[src/rtl/mrf_pkg.sv]
// Package for the marker record framer: command type passed from the front end
// to the back end, phase encoding and byte constants.
// No dependencies.
package mrf_pkg;

	localparam logic [7:0]  MARK_START = 8'hC8;
	localparam logic [7:0]  MARK_END   = 8'hFF;
	localparam logic [7:0]  HDR_TAG    = 8'h21;
	localparam logic [7:0]  TAIL_TAG   = 8'h02;
	localparam logic [15:0] FILL_RESET = 16'd1500;
	localparam logic [3:0]  HDR_STEPS  = 4'd8;
	localparam logic [3:0]  TAIL_STEPS = 4'd8;

	localparam int QDEPTH = 4;
	localparam int QAW    = $clog2(QDEPTH);

	localparam logic [0:0] REG_FILL = 1'b0;

	typedef enum logic [1:0] {
		PH_HUNT,
		PH_SKIP1,
		PH_SKIP2,
		PH_COPY
	} phase_t;

	typedef enum logic [1:0] {
		CMD_MARK,
		CMD_DATA,
		CMD_END
	} cmd_kind_t;

	typedef struct packed {
		cmd_kind_t   kind;
		logic [7:0]  data;
		logic        hdr;
		logic [7:0]  frame_idx;
		logic [31:0] len;
		logic [2:0]  pad;
		logic        close;
	} cmd_t;

endpackage

[src/rtl/marker_record_framer.sv]
// Marker record framer, top level: register port, front end, queue, back end.
// Commands pass through the queue and the back end's command register to the output register.
// The output gives one byte a cycle unless out_ready stalls it. Input is taken every cycle while
// the four-entry command queue has room, so the sustained rate is set by the output port and the
// bytes each record expands to. Reset clears all phase, count and frame state and sets the fill
// threshold to 1500. Depends on mrf_pkg, mrf_front, mrf_fifo and mrf_back.
module marker_record_framer import mrf_pkg::*; (
	input  logic        clk,
	input  logic        arst_n,
	input  logic        psel,
	input  logic        penable,
	input  logic        pwrite,
	input  logic [2:0]  paddr,
	input  logic [31:0] pwdata,
	output logic [31:0] prdata,
	output logic        pready,
	input  logic        in_valid,
	output logic        in_ready,
	input  logic [7:0]  raw_byte,
	output logic        out_valid,
	input  logic        out_ready,
	output logic [7:0]  out_byte,
	output logic        frame_end,
	output logic        run_last
);

	logic [15:0] fill_q;
	logic        acc;
	logic        push;
	logic        full;
	logic        pop;
	logic        q_valid;
	cmd_t        wr_cmd;
	cmd_t        rd_cmd;

	assign pready   = 1'b1;
	assign prdata   = (paddr[2] == REG_FILL) ? {16'd0, fill_q} : 32'd0;
	assign in_ready = !full;
	assign acc      = in_valid && in_ready;

	always_ff @(posedge clk or negedge arst_n) begin
		if (!arst_n) begin
			fill_q <= FILL_RESET;
		end else if (psel && penable && pwrite && pready && paddr[2] == REG_FILL) begin
			fill_q <= pwdata[15:0];
		end
	end

	mrf_front u_front (
		.clk      (clk),
		.arst_n   (arst_n),
		.acc      (acc),
		.raw_byte (raw_byte),
		.fill     (fill_q),
		.push     (push),
		.cmd      (wr_cmd)
	);

	mrf_fifo u_fifo (
		.clk      (clk),
		.arst_n   (arst_n),
		.push     (push),
		.wr_cmd   (wr_cmd),
		.full     (full),
		.pop      (pop),
		.rd_valid (q_valid),
		.rd_cmd   (rd_cmd)
	);

	mrf_back u_back (
		.clk       (clk),
		.arst_n    (arst_n),
		.q_valid   (q_valid),
		.q_cmd     (rd_cmd),
		.q_pop     (pop),
		.out_valid (out_valid),
		.out_ready (out_ready),
		.out_byte  (out_byte),
		.frame_end (frame_end),
		.run_last  (run_last)
	);

endmodule

[src/rtl/mrf_front.sv]
// Front end of the marker record framer: hunts for markers, tracks record and
// frame counts and turns start markers and copied record bytes into commands for the back end.
// Depends on mrf_pkg.
module mrf_front import mrf_pkg::*; (
	input  logic        clk,
	input  logic        arst_n,
	input  logic        acc,
	input  logic [7:0]  raw_byte,
	input  logic [15:0] fill,
	output logic        push,
	output cmd_t        cmd
);

	phase_t      phase_q, phase_n;
	logic [31:0] rec_len_q, rec_len_n;
	logic [15:0] frame_bytes_q, frame_bytes_n;
	logic [7:0]  frame_idx_q, frame_idx_n;
	logic        hdr_sent_q, hdr_sent_n;
	logic [31:0] len_inc;
	logic [2:0]  pad;
	logic [15:0] fb_base;
	logic [16:0] sum_mark, sum_data, sum_end;
	logic [15:0] sat_mark, sat_data, sat_end;
	logic        close;

	assign len_inc  = rec_len_q + 32'd1;
	assign pad      = 3'd0 - len_inc[2:0];
	assign fb_base  = hdr_sent_q ? frame_bytes_q : 16'd8;
	assign sum_mark = {1'b0, fb_base} + 17'd1;
	assign sum_data = {1'b0, frame_bytes_q} + 17'd1;
	assign sum_end  = {1'b0, frame_bytes_q} + 17'd9 + {14'd0, pad};
	assign sat_mark = sum_mark[16] ? 16'hFFFF : sum_mark[15:0];
	assign sat_data = sum_data[16] ? 16'hFFFF : sum_data[15:0];
	assign sat_end  = sum_end[16] ? 16'hFFFF : sum_end[15:0];
	assign close    = sat_end >= fill;

	always_comb begin
		phase_n       = phase_q;
		rec_len_n     = rec_len_q;
		frame_bytes_n = frame_bytes_q;
		frame_idx_n   = frame_idx_q;
		hdr_sent_n    = hdr_sent_q;
		push          = 1'b0;
		cmd.kind      = CMD_DATA;
		cmd.data      = raw_byte;
		cmd.hdr       = !hdr_sent_q;
		cmd.frame_idx = frame_idx_q;
		cmd.len       = len_inc;
		cmd.pad       = pad;
		cmd.close     = close;
		case (phase_q)
			PH_HUNT: begin
				if (raw_byte == MARK_START) begin
					push          = acc;
					cmd.kind      = CMD_MARK;
					frame_bytes_n = sat_mark;
					rec_len_n     = 32'd1;
					hdr_sent_n    = 1'b1;
					phase_n       = PH_SKIP1;
				end
			end
			PH_SKIP1: phase_n = PH_SKIP2;
			PH_SKIP2: phase_n = PH_COPY;
			PH_COPY: begin
				push      = acc;
				rec_len_n = len_inc;
				if (raw_byte == MARK_END) begin
					cmd.kind = CMD_END;
					phase_n  = PH_HUNT;
					if (close) begin
						hdr_sent_n    = 1'b0;
						frame_bytes_n = 16'd0;
						frame_idx_n   = frame_idx_q + 8'd1;
					end else begin
						frame_bytes_n = sat_end;
					end
				end else begin
					frame_bytes_n = sat_data;
				end
			end
			default: phase_n = PH_HUNT;
		endcase
	end

	always_ff @(posedge clk or negedge arst_n) begin
		if (!arst_n) begin
			phase_q       <= PH_HUNT;
			rec_len_q     <= 32'd0;
			frame_bytes_q <= 16'd0;
			frame_idx_q   <= 8'd0;
			hdr_sent_q    <= 1'b0;
		end else if (acc) begin
			phase_q       <= phase_n;
			rec_len_q     <= rec_len_n;
			frame_bytes_q <= frame_bytes_n;
			frame_idx_q   <= frame_idx_n;
			hdr_sent_q    <= hdr_sent_n;
		end
	end

endmodule

[src/rtl/mrf_fifo.sv]
// Short command queue between the front end and the back end of the framer.
// Depends on mrf_pkg.
module mrf_fifo import mrf_pkg::*; (
	input  logic clk,
	input  logic arst_n,
	input  logic push,
	input  cmd_t wr_cmd,
	output logic full,
	input  logic pop,
	output logic rd_valid,
	output cmd_t rd_cmd
);

	cmd_t         mem_q [QDEPTH];
	logic [QAW-1:0] wr_ptr_q, rd_ptr_q;
	logic [QAW:0]   count_q;

	assign full     = count_q == (QAW+1)'(QDEPTH);
	assign rd_valid = count_q != '0;
	assign rd_cmd   = mem_q[rd_ptr_q];

	always_ff @(posedge clk) begin
		if (push) begin
			mem_q[wr_ptr_q] <= wr_cmd;
		end
	end

	always_ff @(posedge clk or negedge arst_n) begin
		if (!arst_n) begin
			wr_ptr_q <= '0;
			rd_ptr_q <= '0;
			count_q  <= '0;
		end else begin
			if (push) begin
				wr_ptr_q <= wr_ptr_q + 1'b1;
			end
			if (pop) begin
				rd_ptr_q <= rd_ptr_q + 1'b1;
			end
			case ({push, pop})
				2'b10:   count_q <= count_q + 1'b1;
				2'b01:   count_q <= count_q - 1'b1;
				default: count_q <= count_q;
			endcase
		end
	end

endmodule

[src/rtl/mrf_back.sv]
// Back end of the framer: expands each queued command into header, record,
// padding and tail bytes, one per cycle unless out_ready stalls the output,
// into a registered output stage. Depends on mrf_pkg.
module mrf_back import mrf_pkg::*; (
	input  logic       clk,
	input  logic       arst_n,
	input  logic       q_valid,
	input  cmd_t       q_cmd,
	output logic       q_pop,
	output logic       out_valid,
	input  logic       out_ready,
	output logic [7:0] out_byte,
	output logic       frame_end,
	output logic       run_last
);

	cmd_t       cur_q;
	logic       cur_valid_q;
	logic [3:0] step_q;
	logic [3:0] last_step;
	logic [3:0] tail_pos;
	logic       is_last;
	logic       emit;
	logic [7:0] byte_n;
	logic       fe_n;

	assign last_step = (cur_q.kind == CMD_MARK) ? HDR_STEPS :
	                   (cur_q.kind == CMD_END) ? ({1'b0, cur_q.pad} + TAIL_STEPS) : 4'd0;
	assign is_last   = step_q == last_step;
	assign emit      = cur_valid_q && (!out_valid || out_ready);
	assign q_pop     = q_valid && (!cur_valid_q || (emit && is_last));
	assign tail_pos  = step_q - {1'b0, cur_q.pad} - 4'd1;

	always_comb begin
		byte_n = 8'd0;
		fe_n   = 1'b0;
		case (cur_q.kind)
			CMD_MARK: begin
				if (step_q == HDR_STEPS) begin
					byte_n = cur_q.data;
				end else if (step_q == 4'd0) begin
					byte_n = HDR_TAG;
				end else if (step_q == 4'd1) begin
					byte_n = cur_q.frame_idx;
				end
			end
			CMD_DATA: byte_n = cur_q.data;
			CMD_END: begin
				if (step_q == 4'd0) begin
					byte_n = cur_q.data;
				end else if (step_q > {1'b0, cur_q.pad}) begin
					case (tail_pos[2:0])
						3'd0:    byte_n = cur_q.len[7:0];
						3'd1:    byte_n = cur_q.len[15:8];
						3'd2:    byte_n = cur_q.len[23:16];
						3'd3:    byte_n = cur_q.len[31:24];
						3'd7:    byte_n = TAIL_TAG;
						default: byte_n = 8'd0;
					endcase
					fe_n = is_last && cur_q.close;
				end
			end
			default: byte_n = 8'd0;
		endcase
	end

	always_ff @(posedge clk) begin
		if (q_pop) begin
			cur_q <= q_cmd;
		end
		if (emit) begin
			out_byte  <= byte_n;
			frame_end <= fe_n;
			run_last  <= is_last;
		end
	end

	always_ff @(posedge clk or negedge arst_n) begin
		if (!arst_n) begin
			cur_valid_q <= 1'b0;
			step_q      <= 4'd0;
			out_valid   <= 1'b0;
		end else begin
			if (q_pop) begin
				cur_valid_q <= 1'b1;
				step_q      <= (q_cmd.kind == CMD_MARK && !q_cmd.hdr) ? HDR_STEPS : 4'd0;
			end else if (emit && is_last) begin
				cur_valid_q <= 1'b0;
			end else if (emit) begin
				step_q <= step_q + 4'd1;
			end
			if (emit) begin
				out_valid <= 1'b1;
			end else if (out_ready) begin
				out_valid <= 1'b0;
			end
		end
	end

endmodule
[config.mk]
export PLATFORM = sky130hd
export DESIGN_NAME = marker_record_framer
export DESIGN_NICKNAME = d
export VERILOG_FILES = /design/src/rtl/mrf_pkg.sv /design/src/rtl/marker_record_framer.sv /design/src/rtl/mrf_front.sv /design/src/rtl/mrf_fifo.sv /design/src/rtl/mrf_back.sv
export SDC_FILE = /design/constraint.sdc
export NUM_CORES = 1
export LEC_CHECK = 0
export ABC_AREA = 1
export ABC_CLOCK_PERIOD_IN_PS = 5300
export CAP_MARGIN = 30
export CORE_UTILIZATION = 40
export CTS_CLUSTER_SIZE = 14
export DETAILED_ROUTE_END_ITERATION = 8
export DONT_BUFFER_PORTS = 1
export PLACE_DENSITY = 0.61
export SYNTH_ARGS = -nofsm -noshare
export SYNTH_HDL_FRONTEND = slang
export SYNTH_SLANG_ARGS = --single-unit
[constraint.sdc]
create_clock -name clk -period 5.3 [get_ports clk]
set_clock_uncertainty 0.05 [all_clocks]
set_input_delay 1.06 -clock clk [delete_from_list [all_inputs] [get_ports clk]]
set_output_delay 1.06 -clock clk [all_outputs]
set_load 0.02 [all_outputs]
==> metrics.md, run 1 <==
| Metric | Value |
|---|---|
| Post-route design area | 19400 sq um |
| Crit path required time | 5720 ps |
| Register area | roughly 11000 sq um |
| Slew HR | 30.6% |
| Total GRT Usage | 18.5% |
| Post-Syn Area | 17600 sq um |
| R2R Path Start | u_front.frame_bytes_q[0] |
| Die extent in y | 212 um |
| Top-Level Pins | 95 |
| Sequential element share of the synthesized area | 60.2% |
| Area of the multi-input gates | 5950 sq um |
| CP max stage cell | nor2_4 |
| H-tree Lvls | 2 |
| Largest net degree at the start of global routing | slightly below 90 |
| Hold Vio Cnt, Final | 0 |
| Leak | around 7.8 nW |
| I/O Buffers | 0 |
| Final setup vio count | 0 |
| CTS Buf Count | 39 |
| RSZ-0062 raised after global routing | false |
| Final worst path period need | 4370 ps |
| TNS Setup | 0 ps |
| Mean post-synth cell area | 9.78 sq um |
| Initial Util | 40.7% |
| Postcts setup bufs | 0 |
| Fin. max-slew vios | 0 |
| Via count | roughly 12000 |
| Vias in the first global route | between 10000 and 15000 |
| WL final | 40.8 mm |
| Status | complete, no violations |
| Post-CTS Resized | 0 |
| Finished Layout Cells | 2408 |
| Crit Path Category | flop to flop |
| Most frequent CP cell | nand2_1 |
| Overall Power | 10.4 mW |
| Instance count of the mapped netlist | around 1800 |
| Hold Slack | 165 ps |
| Final net count | 1885 |
| First-pass GRT wire length | 64.4 mm |
| R2R Setup Slk | 930 ps |
| CP Launch Type | flop |
| FMAX | 0.229 GHz |
| CP Data Arrival Time | 4790 ps |
| Hold Buf Count CTS | 0 |
| Post-Place Cells | 2337 |
| Top FF cell, synth | edfxtp_1 |
| Antenna violations before repair | 0 |
| Clock transition at the registers of the reported paths | 60 ps |
| Post-DRT Antenna Nets | 0 |
| Period utilisation layout | 82.4% |
| Layout cells sized above 1 | 6.58% |
| GP Congestion | 0.887 |
| Largest cells by area after synthesis | edfxtp_1 48%, dfrtp_1 12%, nand2_1 7.6% |
| Cell family with most CP delay | simple AND/OR/NAND/NOR gates |
| Worst-margin pin slew | approximately 1000 ps |
| Critical path depth | 22 |
| Area growth syn-to-layout | 10.5% |
| Crit path buf inv count | 5 |
| Synth warnings | 0 |
| CP Capture Type | flop |
| Post-synthesis async set-or-reset flop share | approximately a quarter |
| Pre-antenna DRT Iters | 5 |
| Register-to-Register Path Depth | 22 |
| Core area | 43300 sq um |
| Worst setup margin | 934 ps |
| Hpwl dp | 26.4 mm |
| Crit path cell chain | inv_1 -> ha_1 -> fa_1 -> o211ai_2 -> nand2_1 -> nor2_2 -> inv_1 -> nand2_1 -> nor2_1 -> inv_1 -> ha_1 -> nand2_1 -> inv_1 -> o21bai_1 -> nand2_1 -> nand2_1 -> nand2_1 -> inv_1 -> nand2_1 -> nor2_4 -> o21ai_0 -> a21boi_1 |
| Distinct cells, synth | 41 |
| R2R Path End | u_front.frame_bytes_q[0] |
| MaxCap Viol Count | 0 |
| Die area | 44800 sq um |
| Worst VDD drop | 318 uV |
| Placed Area | ~18000 sq um |
| Min-Delay Path Class | primary input to async pin |
| # rows | 76 |
| FILL cells | 4019 |
| Worst Setup SP | u_front.frame_bytes_q[0] |
| Root Driver | clkbuf_16 |
| Pwr dens | 534 nW/um^2 |
| Largest area contributor in the netlist | edfxtp_1 |
| CTS tree | done |
| Clock Path Buffers | 3 |
| Max incr delay on CP | 480 ps |
| Place WS | 994 ps |
| Remaining DRCs | 0 |
| DR iter-0 viols | 945 |
| Post-synthesis register bit count | roughly 370 |
| # diodes | 0 |
| CTS sink count | 367 |
| Worst Path Max Fanout | 14 |
| Fin util | between 40% and 50% |
| Post-synth EDFFs | 279 |
| Die X-Extent | 212 um |
| Total grt overflow | 0 |
| DR vias/cell | 5.17 |
| Area share of the largest cell type after synthesis | between 40% and 50% |
| Clk_lat worst skew | about 540 ps |
| Avg WL per Cell | around 17 um |
[kinds of logic (layout without fill, tap and decap cells)]
family	count (synthesis)	in the layout	share of synthesized area, %
buffers and inverters	274	283	6.44
adder cells (fa/ha/maj)	42	42	3.12
XOR/XNOR	50	50	2.49
flip-flops	367	367	60.2
other	2	17	0.0427
AO/OA/AOI/OAI	298	298	9.30
AND/OR/NAND/NOR	766	766	18.4
[final cells by class]
class / count / share of cell area (%)
clock inverters: 25 / 1.16
flip-flops and latches: 367 / 54.5
multi-input cells: 1173 / 30.6
clock buffers: 46 / 5.31
repair buffers: 18 / 0.939
inverters: 194 / 3.74
well taps: 585 / 3.76
[cells in the mapped netlist (2+ instances only)]
| cell type | count |
|---|---|
| nand2_1 | 354 |
| edfxtp_1 | 279 |
| nor2_1 | 232 |
| inv_1 | 194 |
| o21ai_0 | 159 |
| nand3_1 | 87 |
| dfrtp_1 | 81 |
| o22ai_1 | 65 |
| a21oi_1 | 49 |
| clkbuf_1 | 46 |
| xor2_1 | 42 |
| ha_1 | 39 |
| nor3_1 | 32 |
| nand4_1 | 29 |
| buf_4 | 20 |
| buf_2 | 10 |
| or2_2 | 10 |
| a22oi_1 | 8 |
| xnor2_1 | 8 |
| dfstp_2 | 7 |
| a21boi_1 | 6 |
| nor2_4 | 6 |
| nand3_2 | 5 |
| fa_1 | 3 |
| nor2_2 | 3 |
| a21o_1 | 2 |
| a31oi_1 | 2 |
| buf_6 | 2 |
| clkbuf_2 | 2 |
| conb_1 | 2 |
| nand2_2 | 2 |
| nor4_1 | 2 |
| o211ai_1 | 2 |
| o21bai_1 | 2 |
[flip-flops by register name, indices dropped and copies added, names as in the netlist, 2 cells and up]
signal / flops
fill_q: 16
u_front.frame_idx_q: 8
u_front.rec_len_q: 32
u_front.frame_bytes_q: 16
u_back.cur_q: 53
u_fifo.mem_q: 216
u_back.out_byte: 8
u_front.phase_q: 2
u_fifo.count_q: 3
u_back.step_q: 4
u_fifo.rd_ptr_q: 2
u_fifo.wr_ptr_q: 2
[worst max-delay path by stage]
stage,endpoint,slack [ps]
after floorplan,u_fifo.count_q[2],800
after global placement,u_front.frame_bytes_q[0],1020
after detailed placement,u_front.frame_bytes_q[0],990
after CTS,u_front.frame_bytes_q[0],970
after global routing,u_front.frame_bytes_q[0],480
final,u_front.frame_bytes_q[0],930
[where the power goes]
part,switching [mW],internal (mW)
clock network,1.14,1.55
registers,0.394,3.69
logic,2.51,1.11
[cell usage in the layout, fill, tap and decap left out, types with 3 or more instances in the layout]
cell	synthesis	final
o21ai_0	159	159
edfxtp_1	279	279
nor2_2	3	3
nor2_1	232	228
xnor2_1	8	8
clkbuf_8	0	3
nand2_1	354	354
clkbuf_1	46	4
clkinv_1	0	7
clkinv_2	0	8
nor3_1	32	32
dfstp_2	7	7
conb_1	2	17
bufinv_16	0	3
ha_1	39	39
inv_1	194	192
a21boi_1	6	6
clkinvlp_4	0	3
o22ai_1	65	65
or2_2	10	10
nand4_1	29	29
clkbuf_16	0	39
nor2_4	6	10
buf_12	0	4
a21oi_1	49	49
nand3_2	5	5
fa_1	3	3
buf_4	20	13
xor2_1	42	42
a22oi_1	8	8
nand3_1	87	87
dfrtp_1	81	80
[layer usage]
| layer | up-vias | share of wire [%] | global-route usage [%] | wire, um |
|---|---|---|---|---|
| li1 | 6053 | - | - | - |
| met1 | 5980 | 46 | 26.1 | 18800 |
| met2 | 348 | 47 | 29.9 | 19000 |
| met3 | 60 | 5.3 | 2.52 | 2180 |
| met4 | 0 | 2.0 | 4.82 | 825 |
| met5 | - | 0 | 0 | 0 |
(Power assumes the default switching activity.)
==> run 2: changes to the inputs <==
Settings changed: ABC_AREA 1 to 0, ABC_CLOCK_PERIOD_IN_PS 5300 to 4100.
Clock period 5.3 ns to 4.1 ns, I/O delays scaled along.
==> run 2 against run 1 <==
Compared with the run above: clock power increased by 29%; total power grew 24%; via count decreased by 20%; sequential share of layout area rose by 1.0 points; combinational power increased by 17%; first-iteration DRC count decreased by 16%; hold slack got worse by 87 ps; critical path depth down 6; cell count down 25%; maximum frequency rose by 6.6%; wire length down 13%.
==> metrics.md, run 2 <==
| Metric | Value |
|---|---|
| Clock transition at the registers of the reported paths | 60 ps |
| # rows | 74 |
| GP Congestion | 0.856 |
| Clock Path Buffers | 3 |
| Largest net degree at the start of global routing | 82 |
| Post-synthesis async set-or-reset flop share | 24.0% |
| Worst setup margin | roughly 4.6 ps |
| Worst-margin pin slew | approximately 950 ps |
| Hold Vio Cnt, Final | 0 |
| Area share of the largest cell type after synthesis | 50.3% |
| Area growth syn-to-layout | 14.7% |
| DR vias/cell | 5.50 |
| Post-DRT Antenna Nets | 0 |
| DR iter-0 viols | 792 |
| Core area | 40900 sq um |
| Mean post-synth cell area | about 14 sq um |
| Final net count | 1329 |
| CP Launch Type | flop |
| Top post-synthesis cells by count | 279 x edfxtp_1, 81 x dfrtp_1, 68 x nand2_1, 61 x mux4_2, 60 x o21ai_0 |
| MaxCap Viol Count | 0 |
| RSZ-0062 raised after global routing | true |
| Status | complete, no violations |
| Top FF cell, synth | edfxtp_1 |
| Top-Level Pins | 95 |
| Sequential element share of the synthesized area | 63.6% |
| First-pass GRT wire length | 57.1 mm |
| Pre-antenna DRT Iters | 7 |
| R2R Path End | u_front.frame_idx_q[6] |
| Crit Path Category | flop to flop |
| Final worst path period need | 4100 ps |
| Layout cells sized above 1 | between 20% and 30% |
| Crit path cell chain | ha_4 -> fa_2 -> nor2b_4 -> o2111ai_2 -> or2_4 -> and4_4 -> a21oi_2 -> ha_1 -> nand4_1 -> or3_4 -> or4_4 -> buf_6 -> a311oi_4 -> buf_6 -> nand4_1 -> xnor2_2 |
| Antenna violations before repair | 0 |
| Instance count of the mapped netlist | 1175 |
| Max incr delay on CP | 460 ps |
| Period utilisation layout | approximately 100% |
| Final setup vio count | 0 |
| WL final | 35.5 mm |
| Largest cells by area after synthesis | edfxtp_1 50%, dfrtp_1 12%, mux4_2 8.3% |
| CP Data Arrival Time | 4470 ps |
| Hpwl dp | 23.0 mm |
| Avg WL per Cell | 19.7 um |
| Slew HR | 36.2% |
| Clk_lat worst skew | 550 ps |
| Die extent in y | 206 um |
| Place WS | -239 ps |
| Post-Place Cells | 1720 |
| Largest Register | u_fifo.mem_q |
| Via count | just under 10000 |
| Root Driver | clkbuf_16 |
| Pwr dens | 676 nW/um^2 |
| Post-Syn Area | 16700 sq um |
| Overall Power | 12.9 mW |
| R2R Setup Slk | 5 ps |
| Vias in the first global route | between 9000 and 10000 |
| Worst VDD drop | 382 uV |
| Fin util | 46.7% |
| Post-synthesis register bit count | 367 |
| Die X-Extent | 206 um |
| Max reg flops | 216 |
| Remaining DRCs | 0 |
| Finished Layout Cells | 1799 |
| Commonest non-fill, non-tap cell in the layout | edfxtp_1 |
| Most frequent cells in the layout | 279 x edfxtp_1, 78 x dfrtp_1, 68 x nand2_1 |
| R2R Path Start | u_front.rec_len_q[0] |
| Register-to-Register Path Depth | 16 |
| Total GRT Usage | 17.6% |
| Worst Path Max Fanout | 7 |
| Largest area contributor in the netlist | edfxtp_1 |
| Crit path required time | about 4500 ps |
| Hold Slack | 77.4 ps |
| FMAX | between 0.2 and 0.25 GHz |
| Min-Delay Path Class | primary input to async pin |
| Largest regs | u_fifo.mem_q (216), u_back.cur_q (53), u_front.rec_len_q (32) |
| Synth warnings | 0 |
| # diodes | 0 |
| Fin. max-slew vios | 0 |
| Leak | 6.71 nW |
| Total grt overflow | 0 |
| I/O Buffers | 0 |
| Top-count cell post-synth | edfxtp_1 |
| CTS Buf Count | 40 |
| Die area | around 42000 sq um |
| CTS tree | done |
| CP Capture Type | flop |
| Distinct cells, synth | 61 |
| Post-synth EDFFs | approximately 280 |
| Initial Util | 40.7% |
| CP max stage cell | or4_4 |
| H-tree Lvls | 2 |
| CTS sink count | 367 |
-- run 2: cell types whose count changed after synthesis, sizes merged, moves of 22 or more --
cell,previous run,this run
nand2,356,68
nor2,241,57
inv,194,58
o21ai,160,61
mux4,0,61
o22ai,65,6
nand3,92,36
xnor2,8,40
mux2,0,22
-- run 2: kinds of logic (layout without fill, tap and decap cells) --
group | after synthesis | in the layout | share of synthesized area [%]
compound gates | 209 | 209 | 8.21
buf+inv | 130 | 207 | 3.34
flops | 367 | 367 | 63.6
simple gates | 278 | 278 | 8.42
mux | 83 | 83 | 9.74
fa+ha+maj | 42 | 42 | 3.29
other cells | 2 | 17 | 0.0451
xor+xnor | 64 | 64 | 3.37
-- run 2: metrics by stage --
step           setup TNS (ps)  instance area [sq um]
6_report                    0                  19100
5_1_grt                  -620                  19100
4_1_cts                 -12.2                  19100
3_5_place_dp            -1450                  17700
3_3_place_gp            -1150                  17700
2_1_floorplan               0                  16800
-- run 2: final cells by class --
class / instances / area, sq um
Fill cell: 3588 / 21800
Sequential cell: 367 / 10600
Multi-Input combinational cell: 693 / 5660
Clock buffer: 51 / 1060
Timing Repair Buffer: 77 / 701
Tap cell: 532 / 666
Inverter: 58 / 218
Clock inverter: 21 / 190
-- run 2: how the worst max path moves through the flow --
stage,startpoint,endpoint,slack [ps]
after floorplan,u_front.rec_len_q[0],u_front.frame_idx_q[1],2
after global placement,u_front.rec_len_q[0],u_front.frame_idx_q[7],-190
after detailed placement,u_front.rec_len_q[0],u_front.frame_idx_q[6],-240
after CTS,u_front.rec_len_q[0],u_front.frame_idx_q[6],-10
after global routing,u_front.rec_len_q[0],u_front.frame_idx_q[6],-170
final,u_front.rec_len_q[0],u_front.frame_idx_q[6],5
-- run 2: repair_timing --
action | in CTS | in global routing
hold buffers | 1 | 0
endpoints found under the setup margin | 12 | 11
pin swaps | 2 | 5
cloned | 0 | 0
resized for setup | 12 | 4
endpoints found under the hold margin | 81 | 0
setup buffers | 3 | 3
-- run 2: worst max-delay path: cells and delay by family (launching register included) --
kind            cells  cell delay, ps
compound gates      3             570
xor+xnor            1             170
fa+ha+maj           3             680
buf+inv             2             330
flops               1             420
simple gates        7            1720
-- run 2: layer usage --
metal | wire, um | GRT usage (%) | up-vias
li1 | - | - | 4595
met1 | 16200 | 24.1 | 4985
met2 | 17000 | 28.9 | 262
met4 | 749 | 5.36 | 0
met3 | 1590 | 2.82 | 59
met5 | 0 | 0 | -
-- run 2: power breakdown --
group          total (mW)  leakage (nW)  switching [mW]  internal, mW
Sequential           5.21          3.46           0.467          4.74
Combinational        4.24          2.64            2.33          1.91
Clock                3.46         0.610            1.43          2.03
==> run 3: changes to the inputs <==
==> constraint.sdc (replaced) <==
create_clock -name clk -period 4.1 [get_ports clk]
set_clock_uncertainty 0.05 [all_clocks]
set_input_delay 1.23 -clock clk [delete_from_list [all_inputs] [get_ports clk]]
set_output_delay 1.23 -clock clk [all_outputs]
set_load 0.02 [all_outputs]
==> run 3 against run 2 <==
Compared with the run above: maximum frequency about the same; design area up 0.61%; non-clock buffer count down 4; global-route usage down 0.30 points; via count down 0.52%; flip-flop and latch count unchanged; largest power group unchanged; highest routed layer unchanged.
==> metrics.md, run 3 (synthesized netlist as in run 2, its figures left out) <==
| Metric | Value |
|---|---|
| Status | complete, no violations |
| FILL cells | 3543 |
| Final setup vio count | 0 |
| Switching share of power | 32.5% |
| Max reg flops | approximately 220 |
| Overall Power | 13.2 mW |
| DR iter-0 viols | roughly 730 |
| Commonest non-fill, non-tap cell in the layout | edfxtp_1 |
| Crit path required time | 4480 ps |
| Combinational power share | between 30% and 40% |
| Hold Buf Count CTS | 0 |
| Post-route design area | 19200 sq um |
| # diodes | 0 |
| First-pass GRT wire length | around 56 mm |
| Fin util | 46.9% |
| Vias in the first global route | about 10000 |
| Largest Register | u_fifo.mem_q |
| Place WS | -221 ps |
| Pre-antenna DRT Iters | 5 |
| Min-Delay Path Class | primary input to async pin |
| CTS Buf Count | 41 |
| CP Launch Type | flop |
| Root Driver | clkbuf_16 |
| Most frequent cells in the layout | 279 x edfxtp_1, 78 x dfrtp_1, 68 x nand2_1 |
| Hpwl dp | 22.7 mm |
| Period utilisation layout | 99.9% |
| Via count | 9850 |
| Initial Util | 40.7% |
| Hold Vio Cnt, Final | 0 |
| Final worst path period need | 4100 ps |
| Slew HR | a little over a third |
| MaxCap Viol Count | 0 |
| Max incr delay on CP | 480 ps |
| FMAX | around 0.24 GHz |
| Final net count | 1326 |
| Worst Path Max Fanout | 8 |
| Pwr dens | 689 nW/um^2 |
| Worst-margin pin slew | 948 ps |
| # rows | 74 |
| GP Congestion | 0.908 |
| Post-DRT Antenna Nets | 0 |
| CP max stage cell | or4_4 |
| Cell family with most CP delay | simple AND/OR/NAND/NOR gates |
| R2R Path End | u_front.frame_idx_q[3] |
| Antenna violations before repair | 0 |
| R2R Path Start | u_front.rec_len_q[0] |
| RSZ-0062 raised after global routing | true |
| Remaining DRCs | 0 |
| Clock Path Buffers | 3 |
| Power share of the sequential group | 38.8% |
| I/O Buffers | 0 |
| Critical path depth | 17 |
| Largest regs | u_fifo.mem_q (216), u_back.cur_q (53), u_front.rec_len_q (32) |
| Die area | between 40000 and 50000 sq um |
| Register area | 10600 sq um |
| Area growth syn-to-layout | 15.4% |
| Clock power frac | between 20 and 30% |
| DR vias/cell | 5.48 |
| Worst setup margin | 4.51 ps |
| Core area | 40900 sq um |
| Internal | a little under 9 mW |
| Register-to-Register Path Depth | 17 |
| Area of the multi-input gates | 5710 sq um |
| CTS sink count | roughly 370 |
| CP Data Arrival Time | 4470 ps |
| Clk_lat worst skew | 560 ps |
| Die extent in y | 206 um |
| Total GRT Usage | 17.3% |
| Sw power | between 4 and 5 mW |
| Clock transition at the registers of the reported paths | 60 ps |
| CP Capture Type | flop |
| Avg WL per Cell | slightly below 20 um |
| Largest net degree at the start of global routing | 89 |
| Placed Area | 17700 sq um |
| Die X-Extent | 206 um |
| Worst VDD drop | 370 uV |
| R2R Setup Slk | ~4.5 ps |
| WL final | 35.4 mm |
| CTS tree | done |
| H-tree Lvls | 2 |
| Leak | ~6.7 nW |
| Fin. max-slew vios | 0 |
| Crit path cell chain | ha_4 -> fa_2 -> nor2b_4 -> o2111ai_4 -> buf_6 -> nor3_2 -> a21boi_2 -> buf_4 -> ha_4 -> nand4_1 -> or3_4 -> or4_4 -> buf_6 -> a311oi_4 -> buf_12 -> nand4_1 -> xnor2_1 |
| Layout cells sized above 1 | 20.5% |
| Total grt overflow | 0 |
| Worst Setup SP | u_front.rec_len_q[0] |
| Crit Path Category | flop to flop |
| Crit path buf inv count | 4 |
| Top-Level Pins | 95 |
[run 3: area by class of cell]
cell class	instances	area share, %
inverters	58	1.13
flip-flops and latches	367	55.1
well taps	532	3.46
clock buffers	56	6.01
clock inverters	19	1.19
multi-input cells	693	29.7
repair buffers	73	3.34
[run 3: how the worst max path moves through the flow]
stage / slack (ps) / to
global placement: -180 / u_front.frame_idx_q[1]
detailed placement: -220 / u_front.frame_idx_q[1]
global route: -110 / u_front.frame_idx_q[7]
finish: 5 / u_front.frame_idx_q[3]
floorplan: 2 / u_front.frame_idx_q[1]
CTS: 4 / u_front.frame_idx_q[3]
[run 3: through the flow]
step	hold slack, ps	TNS (ps)	std cells
floorplan	407	0	1190
global placement	428	-1160	1717
detailed placement	438	-1770	1718
CTS	299	0	1796
global route	289	-633	1798
finish	319	0	1798
[run 3: metal layers]
layer,global-route usage [%],vias to the layer above,share of wire [%]
li1,-,4565,-
met3,3.09,71,4.8
met4,6.96,0,3.3
met1,22.9,4925,45
met5,0,-,0
met2,28.3,289,47
[run 3: what timing repair did]
action,CTS,global route
resized for setup,19,6
endpoints found under the setup margin,16,10
pin swaps,0,1
cloned,0,0
buffers inserted,3,2
[run 3: power by group through the flow]
stage,clock network [mW],registers [mW],logic [mW]
6_report,3.71,5.14,4.39
5_1_grt,3.93,5.21,4.83
4_1_cts,3.80,5.15,4.39
3_5_place_dp,0,5.22,4.28
3_3_place_gp,0,5.19,4.18
2_1_floorplan,0,5.05,2.97
